$ cat src/design/fas_pkg.sv
`timescale 1ns / 1ps
// Shared widths, operation and result codes, and the queue entry type.
package fas_pkg;

  localparam int FUNC_W = 3;
  localparam int RID_W  = 22;
  localparam int UID_W  = 16;
  localparam int KIND_W = 3;
  localparam int CFG_W  = 5;

  localparam logic [FUNC_W-1:0] FN_EXECUTE  = 3'd0;
  localparam logic [FUNC_W-1:0] FN_FINISHED = 3'd1;
  localparam logic [FUNC_W-1:0] FN_CONSULT  = 3'd2;
  localparam logic [FUNC_W-1:0] FN_SHUTDOWN = 3'd3;

  localparam logic [KIND_W-1:0] KD_GRANT      = 3'd0;
  localparam logic [KIND_W-1:0] KD_REF_OFF    = 3'd1;
  localparam logic [KIND_W-1:0] KD_REF_UNKN   = 3'd2;
  localparam logic [KIND_W-1:0] KD_SHUT_ACK   = 3'd3;
  localparam logic [KIND_W-1:0] KD_RUN_ENTRY  = 3'd4;
  localparam logic [KIND_W-1:0] KD_PEND_ENTRY = 3'd5;
  localparam logic [KIND_W-1:0] KD_CONS_END   = 3'd6;
  localparam logic [KIND_W-1:0] KD_REF_FULL   = 3'd7;

  typedef struct packed {
    logic [RID_W-1:0] runner;
    logic [UID_W-1:0] user;
  } entry_t;

endpackage

$ cat src/design/fas_if.sv
`timescale 1ns / 1ps
// Valid/ready channel interfaces for request items and result items.
interface fas_in_if import fas_pkg::*; ();
  logic              valid;
  logic              ready;
  logic [FUNC_W-1:0] func;
  logic [RID_W-1:0]  runner_id;
  logic [UID_W-1:0]  user_id;

  modport source (output valid, output func, output runner_id, output user_id, input ready);
  modport sink   (input valid, input func, input runner_id, input user_id, output ready);
endinterface

interface fas_out_if import fas_pkg::*; ();
  logic              valid;
  logic              ready;
  logic [KIND_W-1:0] kind;
  logic [RID_W-1:0]  target_id;
  logic [UID_W-1:0]  listed_user;
  logic              last;

  modport source (output valid, output kind, output target_id, output listed_user,
                  output last, input ready);
  modport sink   (input valid, input kind, input target_id, input listed_user,
                  input last, output ready);
endinterface

$ cat src/design/fcfs_admission_scheduler_top.sv
`timescale 1ns / 1ps
// A refusal, shutdown ack or unknown item goes through the single-result state into the result register.
// Each grant steps through a pending memory read, then a write into the running memory.
// A finished item scans the running memory, then grants.
// Consult reads and sends each entry of the running list, then of the pending list, then the end item.
// One request at a time; the next is accepted once the block is back in idle.
// Reset (synchronous): both lists empty, limit one, block on; memory contents are not cleared.
module fcfs_admission_scheduler_top import fas_pkg::*; #(
  parameter int RUN_SLOTS     = 16,
  parameter int PENDING_DEPTH = 16
) (
  input  logic             clk,
  input  logic             rst,
  fas_in_if.sink           req,
  fas_out_if.source        rsp,
  input  logic             cfg_wr_en,
  input  logic [CFG_W-1:0] cfg_wr_data
);

  localparam int RIW = (RUN_SLOTS > 1) ? $clog2(RUN_SLOTS) : 1;
  localparam int CW  = $clog2(RUN_SLOTS + 1);
  localparam int PIW = (PENDING_DEPTH > 1) ? $clog2(PENDING_DEPTH) : 1;
  localparam int PCW = $clog2(PENDING_DEPTH + 1);
  localparam int XW  = (CW > PCW) ? CW : PCW;

  localparam logic [3:0] ST_IDLE     = 4'd0;
  localparam logic [3:0] ST_SINGLE   = 4'd1;
  localparam logic [3:0] ST_G_RD     = 4'd2;
  localparam logic [3:0] ST_G_EM     = 4'd3;
  localparam logic [3:0] ST_F_SCAN   = 4'd4;
  localparam logic [3:0] ST_C_RUN_RD = 4'd5;
  localparam logic [3:0] ST_C_RUN_EM = 4'd6;
  localparam logic [3:0] ST_C_PEN_RD = 4'd7;
  localparam logic [3:0] ST_C_PEN_EM = 4'd8;

  logic [3:0]        state;
  logic [CFG_W-1:0]  run_limit;
  logic              accepting;
  logic [CW-1:0]     run_count;
  logic [PIW-1:0]    pend_head;
  logic [PCW-1:0]    pend_count;
  logic [RID_W-1:0]  req_rid;
  logic [KIND_W-1:0] sing_kind;
  logic [XW-1:0]     cidx;
  logic [PIW-1:0]    pend_ptr;
  logic              found;
  logic              scan_rvalid;
  logic [RIW-1:0]    scan_ridx;

  logic              out_valid;
  logic [KIND_W-1:0] out_kind;
  logic [RID_W-1:0]  out_id;
  logic [UID_W-1:0]  out_user;
  logic              out_last;

  entry_t run_mem [RUN_SLOTS];
  entry_t pend_mem [PENDING_DEPTH];
  entry_t run_rdata;
  entry_t pend_rdata;

  logic           run_re, run_we, pend_re, pend_we;
  logic [RIW-1:0] run_raddr, run_waddr;
  logic [PIW-1:0] pend_raddr, pend_waddr;
  entry_t         run_wdata, pend_wdata;

  logic              accept, out_free, emit, emit_last;
  logic [KIND_W-1:0] emit_kind;
  logic [RID_W-1:0]  emit_id;
  logic [UID_W-1:0]  emit_user;
  logic [CW-1:0]     lim;
  logic [PCW:0]      tail_sum;
  logic [PIW-1:0]    tail;
  logic              scan_issue, grant_more;

  function automatic logic [PIW-1:0] ptr_inc(input logic [PIW-1:0] p);
    return (p == PIW'(PENDING_DEPTH - 1)) ? '0 : p + 1'b1;
  endfunction

  assign accept   = req.valid && req.ready;
  assign out_free = !out_valid || rsp.ready;
  assign req.ready = (state == ST_IDLE);

  // Effective limit: zero acts as one, anything above the slot count is clamped.
  always_comb begin
    if (run_limit == '0) begin
      lim = CW'(1);
    end else if ({1'b0, run_limit} > 6'(RUN_SLOTS)) begin
      lim = CW'(RUN_SLOTS);
    end else begin
      lim = CW'(run_limit);
    end
  end

  assign tail_sum = (PCW+1)'(pend_head) + (PCW+1)'(pend_count);
  assign tail = (tail_sum >= (PCW+1)'(PENDING_DEPTH)) ?
                PIW'(tail_sum - (PCW+1)'(PENDING_DEPTH)) : PIW'(tail_sum);

  assign scan_issue = (state == ST_F_SCAN) && (cidx < XW'(run_count));
  assign grant_more = ((run_count + CW'(1)) < lim) && (pend_count != PCW'(1));

  // Memory port control and result generation.
  always_comb begin
    run_re     = 1'b0;
    run_raddr  = cidx[RIW-1:0];
    run_we     = 1'b0;
    run_waddr  = scan_ridx - 1'b1;
    run_wdata  = run_rdata;
    pend_re    = 1'b0;
    pend_raddr = pend_head;
    pend_we    = 1'b0;
    pend_waddr = tail;
    pend_wdata = '{runner: req.runner_id, user: req.user_id};
    emit       = 1'b0;
    emit_kind  = sing_kind;
    emit_id    = req_rid;
    emit_user  = '0;
    emit_last  = 1'b1;
    case (state)
      ST_IDLE: begin
        pend_we = accept && (req.func == FN_EXECUTE) && accepting &&
                  (pend_count != PCW'(PENDING_DEPTH));
      end
      ST_SINGLE: begin
        emit = out_free;
      end
      ST_G_RD: begin
        pend_re = (run_count < lim) && (pend_count != '0);
      end
      ST_G_EM: begin
        emit      = out_free;
        run_we    = out_free;
        run_waddr = run_count[RIW-1:0];
        run_wdata = pend_rdata;
        emit_kind = KD_GRANT;
        emit_id   = pend_rdata.runner;
        emit_last = !grant_more;
      end
      ST_F_SCAN: begin
        run_re = scan_issue;
        // Entries after the removed one move down by one slot.
        run_we = scan_rvalid && found;
      end
      ST_C_RUN_RD: begin
        run_re = (cidx < XW'(run_count));
      end
      ST_C_RUN_EM: begin
        emit      = out_free;
        emit_kind = KD_RUN_ENTRY;
        emit_id   = run_rdata.runner;
        emit_user = run_rdata.user;
        emit_last = 1'b0;
      end
      ST_C_PEN_RD: begin
        pend_re    = (cidx < XW'(pend_count));
        pend_raddr = pend_ptr;
      end
      ST_C_PEN_EM: begin
        emit      = out_free;
        emit_kind = KD_PEND_ENTRY;
        emit_id   = pend_rdata.runner;
        emit_user = pend_rdata.user;
        emit_last = 1'b0;
      end
      default: begin
        emit = 1'b0;
      end
    endcase
  end

  always_ff @(posedge clk) begin
    if (run_we) begin
      run_mem[run_waddr] <= run_wdata;
    end
    if (run_re) begin
      run_rdata <= run_mem[run_raddr];
    end
  end

  always_ff @(posedge clk) begin
    if (pend_we) begin
      pend_mem[pend_waddr] <= pend_wdata;
    end
    if (pend_re) begin
      pend_rdata <= pend_mem[pend_raddr];
    end
  end

  always_ff @(posedge clk) begin
    if (rst) begin
      out_valid <= 1'b0;
    end else if (emit) begin
      out_valid <= 1'b1;
    end else if (rsp.ready) begin
      out_valid <= 1'b0;
    end
    if (emit) begin
      out_kind <= emit_kind;
      out_id   <= emit_id;
      out_user <= emit_user;
      out_last <= emit_last;
    end
  end

  assign rsp.valid       = out_valid;
  assign rsp.kind        = out_kind;
  assign rsp.target_id   = out_id;
  assign rsp.listed_user = out_user;
  assign rsp.last        = out_last;

  always_ff @(posedge clk) begin
    if (rst) begin
      run_limit <= CFG_W'(1);
    end else if (cfg_wr_en) begin
      run_limit <= cfg_wr_data;
    end
  end

  always_ff @(posedge clk) begin
    if (rst) begin
      state       <= ST_IDLE;
      accepting   <= 1'b1;
      run_count   <= '0;
      pend_head   <= '0;
      pend_count  <= '0;
      found       <= 1'b0;
      scan_rvalid <= 1'b0;
    end else begin
      case (state)
        ST_IDLE: begin
          if (accept) begin
            req_rid <= req.runner_id;
            case (req.func)
              FN_EXECUTE: begin
                if (!accepting) begin
                  sing_kind <= KD_REF_OFF;
                  state     <= ST_SINGLE;
                end else if (pend_count == PCW'(PENDING_DEPTH)) begin
                  sing_kind <= KD_REF_FULL;
                  state     <= ST_SINGLE;
                end else begin
                  pend_count <= pend_count + 1'b1;
                  state      <= ST_G_RD;
                end
              end
              FN_FINISHED: begin
                cidx        <= '0;
                found       <= 1'b0;
                scan_rvalid <= 1'b0;
                state       <= ST_F_SCAN;
              end
              FN_CONSULT: begin
                cidx  <= '0;
                state <= ST_C_RUN_RD;
              end
              FN_SHUTDOWN: begin
                accepting <= 1'b0;
                sing_kind <= KD_SHUT_ACK;
                state     <= ST_SINGLE;
              end
              default: begin
                sing_kind <= KD_REF_UNKN;
                state     <= ST_SINGLE;
              end
            endcase
          end
        end
        ST_SINGLE: begin
          if (out_free) begin
            state <= ST_IDLE;
          end
        end
        ST_G_RD: begin
          state <= pend_re ? ST_G_EM : ST_IDLE;
        end
        ST_G_EM: begin
          if (out_free) begin
            pend_head  <= ptr_inc(pend_head);
            pend_count <= pend_count - 1'b1;
            run_count  <= run_count + 1'b1;
            state      <= ST_G_RD;
          end
        end
        ST_F_SCAN: begin
          scan_rvalid <= scan_issue;
          scan_ridx   <= cidx[RIW-1:0];
          if (scan_issue) begin
            cidx <= cidx + 1'b1;
          end
          // Only the earliest matching entry is removed.
          if (scan_rvalid && !found && (run_rdata.runner == req_rid)) begin
            found <= 1'b1;
          end
          if (!scan_issue && !scan_rvalid) begin
            if (found) begin
              run_count <= run_count - 1'b1;
            end
            state <= ST_G_RD;
          end
        end
        ST_C_RUN_RD: begin
          if (run_re) begin
            state <= ST_C_RUN_EM;
          end else begin
            cidx     <= '0;
            pend_ptr <= pend_head;
            state    <= ST_C_PEN_RD;
          end
        end
        ST_C_RUN_EM: begin
          if (out_free) begin
            cidx  <= cidx + 1'b1;
            state <= ST_C_RUN_RD;
          end
        end
        ST_C_PEN_RD: begin
          if (pend_re) begin
            state <= ST_C_PEN_EM;
          end else begin
            sing_kind <= KD_CONS_END;
            state     <= ST_SINGLE;
          end
        end
        ST_C_PEN_EM: begin
          if (out_free) begin
            cidx     <= cidx + 1'b1;
            pend_ptr <= ptr_inc(pend_ptr);
            state    <= ST_C_PEN_RD;
          end
        end
        default: begin
          state <= ST_IDLE;
        end
      endcase
    end
  end

  a_no_overwrite: assert property (@(posedge clk) disable iff (rst)
    emit |-> (!out_valid || rsp.ready))
    else $error("result register overwritten while still held");

  a_grant_under_limit: assert property (@(posedge clk) disable iff (rst)
    (state == ST_G_EM) |-> ((run_count < lim) && (pend_count != '0)))
    else $error("grant issued without a free slot or a pending job");

  a_run_bound: assert property (@(posedge clk) disable iff (rst)
    (run_count <= CW'(RUN_SLOTS)) && (pend_count <= PCW'(PENDING_DEPTH)))
    else $error("list occupancy out of range");

  a_shift_after_match: assert property (@(posedge clk) disable iff (rst)
    run_we && (state == ST_F_SCAN) |-> (found && (scan_ridx != '0)))
    else $error("running list shift without an earlier match");

endmodule
$ cat src/flat_wrapper.sv
// flat-port wrapper written by rule: the top's interface ports become plain ports
module fcfs_admission_scheduler_top_flat import fas_pkg::*;
#(
  parameter int RUN_SLOTS     = 16,
  parameter int PENDING_DEPTH = 16
)
  (clk, rst, cfg_wr_en, cfg_wr_data, req_valid, req_func, req_runner_id, req_user_id, req_ready, rsp_valid, rsp_kind, rsp_target_id, rsp_listed_user, rsp_last, rsp_ready);
  fas_in_if req_i ();
  fas_out_if rsp_i ();
  input  logic clk;
  input  logic rst;
  input  logic cfg_wr_en;
  input  logic [CFG_W-1:0] cfg_wr_data;
  input wire logic [$bits(req_i.valid)-1:0] req_valid;
  input wire logic [$bits(req_i.func)-1:0] req_func;
  input wire logic [$bits(req_i.runner_id)-1:0] req_runner_id;
  input wire logic [$bits(req_i.user_id)-1:0] req_user_id;
  output wire logic [$bits(req_i.ready)-1:0] req_ready;
  output wire logic [$bits(rsp_i.valid)-1:0] rsp_valid;
  output wire logic [$bits(rsp_i.kind)-1:0] rsp_kind;
  output wire logic [$bits(rsp_i.target_id)-1:0] rsp_target_id;
  output wire logic [$bits(rsp_i.listed_user)-1:0] rsp_listed_user;
  output wire logic [$bits(rsp_i.last)-1:0] rsp_last;
  input wire logic [$bits(rsp_i.ready)-1:0] rsp_ready;
  assign req_i.valid = req_valid;
  assign req_i.func = req_func;
  assign req_i.runner_id = req_runner_id;
  assign req_i.user_id = req_user_id;
  assign req_ready = req_i.ready;
  assign rsp_valid = rsp_i.valid;
  assign rsp_kind = rsp_i.kind;
  assign rsp_target_id = rsp_i.target_id;
  assign rsp_listed_user = rsp_i.listed_user;
  assign rsp_last = rsp_i.last;
  assign rsp_i.ready = rsp_ready;
  fcfs_admission_scheduler_top #(.RUN_SLOTS(RUN_SLOTS), .PENDING_DEPTH(PENDING_DEPTH)) u_core (.clk(clk), .rst(rst), .req(req_i), .rsp(rsp_i), .cfg_wr_en(cfg_wr_en), .cfg_wr_data(cfg_wr_data));
endmodule
$ cat config.mk
export PLATFORM = sky130hd
export DESIGN_NAME = fcfs_admission_scheduler_top_flat
export DESIGN_NICKNAME = d
export VERILOG_FILES = /design/src/design/fas_pkg.sv /design/src/design/fas_if.sv /design/src/design/fcfs_admission_scheduler_top.sv /design/src/flat_wrapper.sv
export SDC_FILE = /design/constraint.sdc
export NUM_CORES = 2
export LEC_CHECK = 0
export BUFFER_PORTS_ARGS = -buffer_cell sky130_fd_sc_hd__buf_2
export CAP_MARGIN = 20
export CELL_PAD_IN_SITES_DETAIL_PLACEMENT = 1
export CELL_PAD_IN_SITES_GLOBAL_PLACEMENT = 2
export CORE_ASPECT_RATIO = 0.9
export CORE_MARGIN = 2
export CORE_UTILIZATION = 52
export DETAILED_ROUTE_END_ITERATION = 10
export PLACE_DENSITY_LB_ADDON = 0.1
export SKIP_LAST_GASP = 1
export SYNTH_ARGS = -nofsm -noshare
export SYNTH_HDL_FRONTEND = slang
export SYNTH_SLANG_ARGS = --single-unit
$ cat constraint.sdc
create_clock -name clk -period 10 [get_ports clk]
set_input_delay 2.5 -clock clk [delete_from_list [all_inputs] [get_ports clk]]
set_output_delay 2.5 -clock clk [all_outputs]
set_load 0.005 [all_outputs]
# After elaboration in Yosys (flattened, before gate mapping)
# Memory sizes are Yosys's and may differ from the RTL's. A register that Yosys moved wholly into a read port is not among the register bits.
# Index checks and enable logic that the tools add are counted.
# word_totals
reg_bits	107
ram_bits	1216
mem_count	2
# mem_list
memory	depth	width	rd	rd_ports_with_merged_regs	wr	line_no	text
u_core.pend_mem	16	38	1	1	1	fcfs_admission_scheduler_top.sv:57	entry_t pend_mem [PENDING_DEPTH];
u_core.run_mem	16	38	1	1	1	fcfs_admission_scheduler_top.sv:56	entry_t run_mem [RUN_SLOTS];
# op_classes
order_cmp	6
addsub	10
eq_ne	36
n_bitwise	1
n_reduce_logical	44
muxes	66
# ops
op	count
two-way mux 5 bit	15
two-way mux 4 bit	15
case mux 22 bit (2 select lines)	1
two-way mux 38 bit	1
case mux 4 bit (9 select lines)	1
case mux 16 bit (2 select lines)	1
equality test 22 bit	1
inequality test 2 bit (second input constant)	11
< comparator 5 bit	4
case mux 5 bit (2 select lines)	2
case mux 5 bit (4 select lines)	1
case mux 3 bit (3 select lines)	2
AND reduction 6 bit	3
equality test 4 x 3 -> 1 bit (second input constant)	4
adder 5 x 1 -> 5 bit (second input constant)	3
inequality test 2 x 1 -> 1 bit (second input constant)	7
equality test 4 bit (second input constant)	3
two-way mux 1 bit	12
two-way mux 3 bit	4
case mux 1 bit (2 select lines)	6
case mux 4 bit (3 select lines)	1
AND reduction 4 bit	3
nonzero test 2 bit	6
logical AND 1 bit	11
30 further kinds	45

# Depth between registers and ports, before layout
# logic_depth
word_depth	8
depth_mapped	9
depth_no_buf	9

# Worst setup path before layout
# OpenSTA, ideal clock, no wires.
# synth_timing
path_type	input to register
startpoint	input req_func[2]
endpoint	memory u_core.pend_mem[0][0] (netlist name), enable pin
cell_stages	4
path_slack_ns	4.470
arrival_time_ns	5.097
n_path_buf	0
setup_ns	0.433
path_cell_list	nor3_1 -> o211ai_1 -> or4_1 -> nor2_1
# synth_via
elab_chain_len	7
# synth_rtl
element	line_no	text
start, declared	flat_wrapper.sv:15	input wire logic [$bits(req_i.func)-1:0] req_func;
logical NOT 3 bit	fcfs_admission_scheduler_top.sv:120	pend_we = accept && (req.func == FN_EXECUTE) && accepting &&
logical AND 1 bit (3 in a row)	fcfs_admission_scheduler_top.sv:120	
two-way mux 1 bit	fcfs_admission_scheduler_top.sv:118	case (state)
two-way mux 1 bit	fcfs_admission_scheduler_top.sv:180	if (pend_we) begin
two-way mux 1 bit (not written as such)	fcfs_admission_scheduler_top.sv:181	pend_mem[pend_waddr] <= pend_wdata;
end, declared	fcfs_admission_scheduler_top.sv:57	
# Every way passes these cells.

# Worst setup path in the final report
# layout_timing
startpoint	register u_core.state[0]
endpoint	output req_ready
# layout_via
elab_chain_len	1
# layout_rtl
element	line_no	text
start, declared	fcfs_admission_scheduler_top.sv:36	logic [3:0] state;
start signal, assigned	fcfs_admission_scheduler_top.sv:273	state <= pend_re ? ST_G_EM : ST_IDLE;
logical NOT 4 bit	fcfs_admission_scheduler_top.sv:81	assign req.ready = (state == ST_IDLE);
end, declared	flat_wrapper.sv:18	output wire logic [$bits(req_i.ready)-1:0] req_ready;
# Every way passes these cells.

==> qor.csv <==
stage,metric,value,unit
outcome,status,"finished, final reports clean",
synth,yosysTopAreaCell,edfxtp_1,
synth,ys_ff_latch,1399,
critical_path,critPathLaunchType,flip-flop,
floorplanning,start_util,52.3,%
synth,ys_seq_area_share,75.9,%
synth,yosys_warnings,0,
timing,fin_skew,26.0,ps
run,maxCapViolCount,0,
detailed_routing,ant_nets,0,
critical_path,crit_slowest_cell,dfxtp_1,
synth,synth_simple_gate_area_share,7.72,%
cts,cts_max_level,4,
synth,async_reset_ff_share,0,%
floorplanning,fp.dieH,313,um
synth,yosysMostFrequentCell,edfxtp_1,
timing,setup_tns,0,ps
detailed_routing,routed_via_density,6.16,
cells_and_area,nFillCells,9316,
timing,max_slew.worst_pin.slew,1140,ps
critical_path,cp.required,7500,ps
synth,synth_enable_flop_cells,1372,
timing,post-route-min-period,4580,ps
critical_path,reg2reg_setup_slack,5470,ps
place,place.gp.congestion,0.824,
cts,cts_tree,yes,
cts,post_cts_resized,0,
cells_and_area,drive_above_1_share,18.1,%
power,p_per_area,231,nW/um^2
cts,clock_latency,750,ps
grt,grt_overflow,0,
critical_path,startpoint,u_core.state[0]$_SDFFE_PP0P_,
floorplanning,core,105000,um^2
cts,clock_path_buffers,3,
cts,clock_sinks,1399,
timing,max_freq,218,MHz
cts,cts_hold_buffers,0,
synth,yosys.area.top_type_share,74.9,%
synth,synth_compound_gate_area_share,2.52,%
critical_path,rr_startpoint,u_core.state[0]$_SDFFE_PP0P_,
critical_path,critical_path.endpoint,req_ready,
critical_path,crit_cells,4,
synth,synth_area,55000,um^2
timing,fin_ws,5420,ps
timing,holdWs,510,ps
cells_and_area,finalNetCount,3413,
synth,synthXorXnorAreaFrac,0.733,%
critical_path,path_max_fanout,14,
cells_and_area,num_antenna_cells,0,
cts,clk_pin_slew,60,ps
timing,drv_slew,0,
place,dp.final_hpwl,83600,um
critical_path,crit_chain,"nor2_1, nand2_1, inv_1, buf_2",
grt,antenna_found_initial,2,
critical_path,arrival,2080,ps
power,ir_worst_vdd,0.000167,V
detailed_routing,drtIter0Drc,3473,
place,post-place-ws,4730,ps
grt,grt_first_pass_wirelength,212000,um
grt,grt_pass1_vias,31200,
floorplanning,fp.dieW,347,um
timing,relSlewSlack,23.7,%
synth,ys_top_cells_by_count,"edfxtp_1 (1,372), nand2_1 (513), nand3_1 (238)",
critical_path,r2r.worst_path.cells,8,
cells_and_area,syn_to_final_growth,12.8,%
grt,grtUsageTotal,26.9,%
cts,cts_setup_buffers,0,
hold_path,hold_path_class,flip-flop to flip-flop,
synth,synth_nets,3272,
synth,synthDistinctLibCells,64,
timing,hold_viol,0,
floorplanning,pin_count,95,
synth,synth_top_family_by_area,multiplexers,
synth,synthMuxAreaShare,10.9,%
critical_path,criticalPathCategory,flip-flop to output pin,
detailed_routing,first_pass_iters,5,
timing,setup_viol,0,
detailed_routing,vias,29700,
floorplanning,fp-row-count,113,
power,p_leak,0.0212,uW
place,portBuffers,94,
grt,grt_max_degree,156,
cts,cts-buffers-inserted,143,
cts,cts-root-buf,clkbuf_16,
critical_path,end_kind,output pin,
detailed_routing,finalWirelength,145000,um
critical_path,path_buf_inv,2,
detailed_routing,drc,0,
synth,synth_ff_type,edfxtp_1,
timing,rsz0062_at_grt,false,
synth,synth.area.top_cells,"edfxtp_1 (75%), mux4_2 (7.8%), nand2_1 (3.5%), mux2i_1 (2.9%), nand3_1 (2.2%)",
synth,synth_cells,3192,
floorplanning,die-area,108000,um^2
detailed_routing,drt-wirelength-per-cell,30.0,um
timing,finalCritPeriodShare,45.8,%
synth,synth_fa_ha_area_share,0.673,%
critical_path,slowest_delay,770,ps
critical_path,r2r_end,u_core.pend_rdata[8]$_DFFE_PN_,
synth,syn_avg_cell_area,17.2,um^2
critical_path,cp_top_family,flip-flops,
cells by family (layout without fill, tap and decap cells):
group | after synthesis | after routing
AO/OA/AOI/OAI | 202 | 202
flip-flops | 1399 | 1399
adder cells (fa/ha/maj) | 29 | 29
XOR/XNOR | 46 | 46
multiplexers | 358 | 358
AND/OR/NAND/NOR | 971 | 971
buffers and inverters | 187 | 438
power by group:
group | switching (uW) | internal [uW] | total (uW)
clock network | 2210 | 3140 | 5360
registers | 143 | 6830 | 6980
logic | 1240 | 745 | 1990
metal layers:
metal  wire length [um]  part of all wire (%)  global-route usage [%]  vias to the layer above
met2              68500                    47                    42.0                      995
met4               4080                   2.8                    9.00                        0
met1              63200                    44                    39.4                    15800
met3               8770                   6.1                    4.26                      196
li1                   -                     -                       -                    12800
met5                  0                     0                       0                        -
cell usage in the layout (no fill, tap or decap), types with 5 or more instances in the layout:
cell           n
dfxtp_1       27
nand4_1       42
nor2b_1        6
nand2b_1       6
o21ai_0       22
nor3_1        10
a22o_1        16
clkbuf_1      25
edfxtp_1    1372
clkinv_2      29
nand3_1      238
buf_2         94
bufinv_16     17
ha_1          28
xor2_1        17
a22oi_1       62
nor2_4        35
a31oi_1       43
nor4_1         6
buf_4         62
nand2_1      512
clkinvlp_4     5
a21oi_1       24
clkbuf_16    149
nor2_1        78
mux2i_1      159
or3_1          7
nor2_2         8
clkinv_1      25
inv_1         20
mux4_2       190
xnor2_1       29
sequential cells by signal, indices dropped and copies added (netlist names), 16 cells and up:
signal / flops
u_core.rsp.listed_user: 16
u_core.req_rid: 22
u_core.pend_rdata: 38
u_core.run_rdata: 38
u_core.pend_mem: 608
u_core.run_mem: 608
u_core.rsp.target_id: 22
layout make-up:
type / count / area [um^2] / area share [%]
multi-input combinational: 1606 / 12800 / 20.6
clock buffer: 173 / 3800 / 6.12
sequential: 1399 / 41700 / 67.3
inverter: 20 / 75.1 / 0.121
clock inverter: 82 / 858 / 1.38
timing repair buffer: 163 / 1060 / 1.71
tap: 1380 / 1730 / 2.78
worst min-delay path: stages, from the launching register on:
cell,delay [ps]
dfxtp_1,340
o31ai_1,80
nand2_1,50
worst min path at each step:
stage / startpoint / to / slack [ps] / cells past startpoint
finish: u_core.accepting$_SDFFE_PP1P_ / u_core.accepting$_SDFFE_PP1P_ / 510 / 2
global placement: u_core.accepting$_SDFFE_PP1P_ / u_core.accepting$_SDFFE_PP1P_ / 490 / 2
detailed placement: u_core.accepting$_SDFFE_PP1P_ / u_core.accepting$_SDFFE_PP1P_ / 500 / 2
CTS: u_core.accepting$_SDFFE_PP1P_ / u_core.accepting$_SDFFE_PP1P_ / 510 / 2
floorplan: u_core.accepting$_SDFFE_PP1P_ / u_core.accepting$_SDFFE_PP1P_ / 470 / 2
global route: u_core.run_limit[0]$_SDFFE_PP1P_ / u_core.run_limit[0]$_SDFFE_PP1P_ / 550 / 2
metrics by stage:
stage                     util (%)  std cells  instance area (um^2)  power [uW]
final                         59.0       4823                 62000       14300
after global routing          59.0       4823                 62000       14800
after CTS                     58.9       4820                 62000       14400
after detailed placement      54.5       4565                 57300        9080
after global placement        54.5       4562                 57300        8990
after floorplan                  -       3192                 55000        8310
Note: power is estimated with default switching activity, not from simulation.
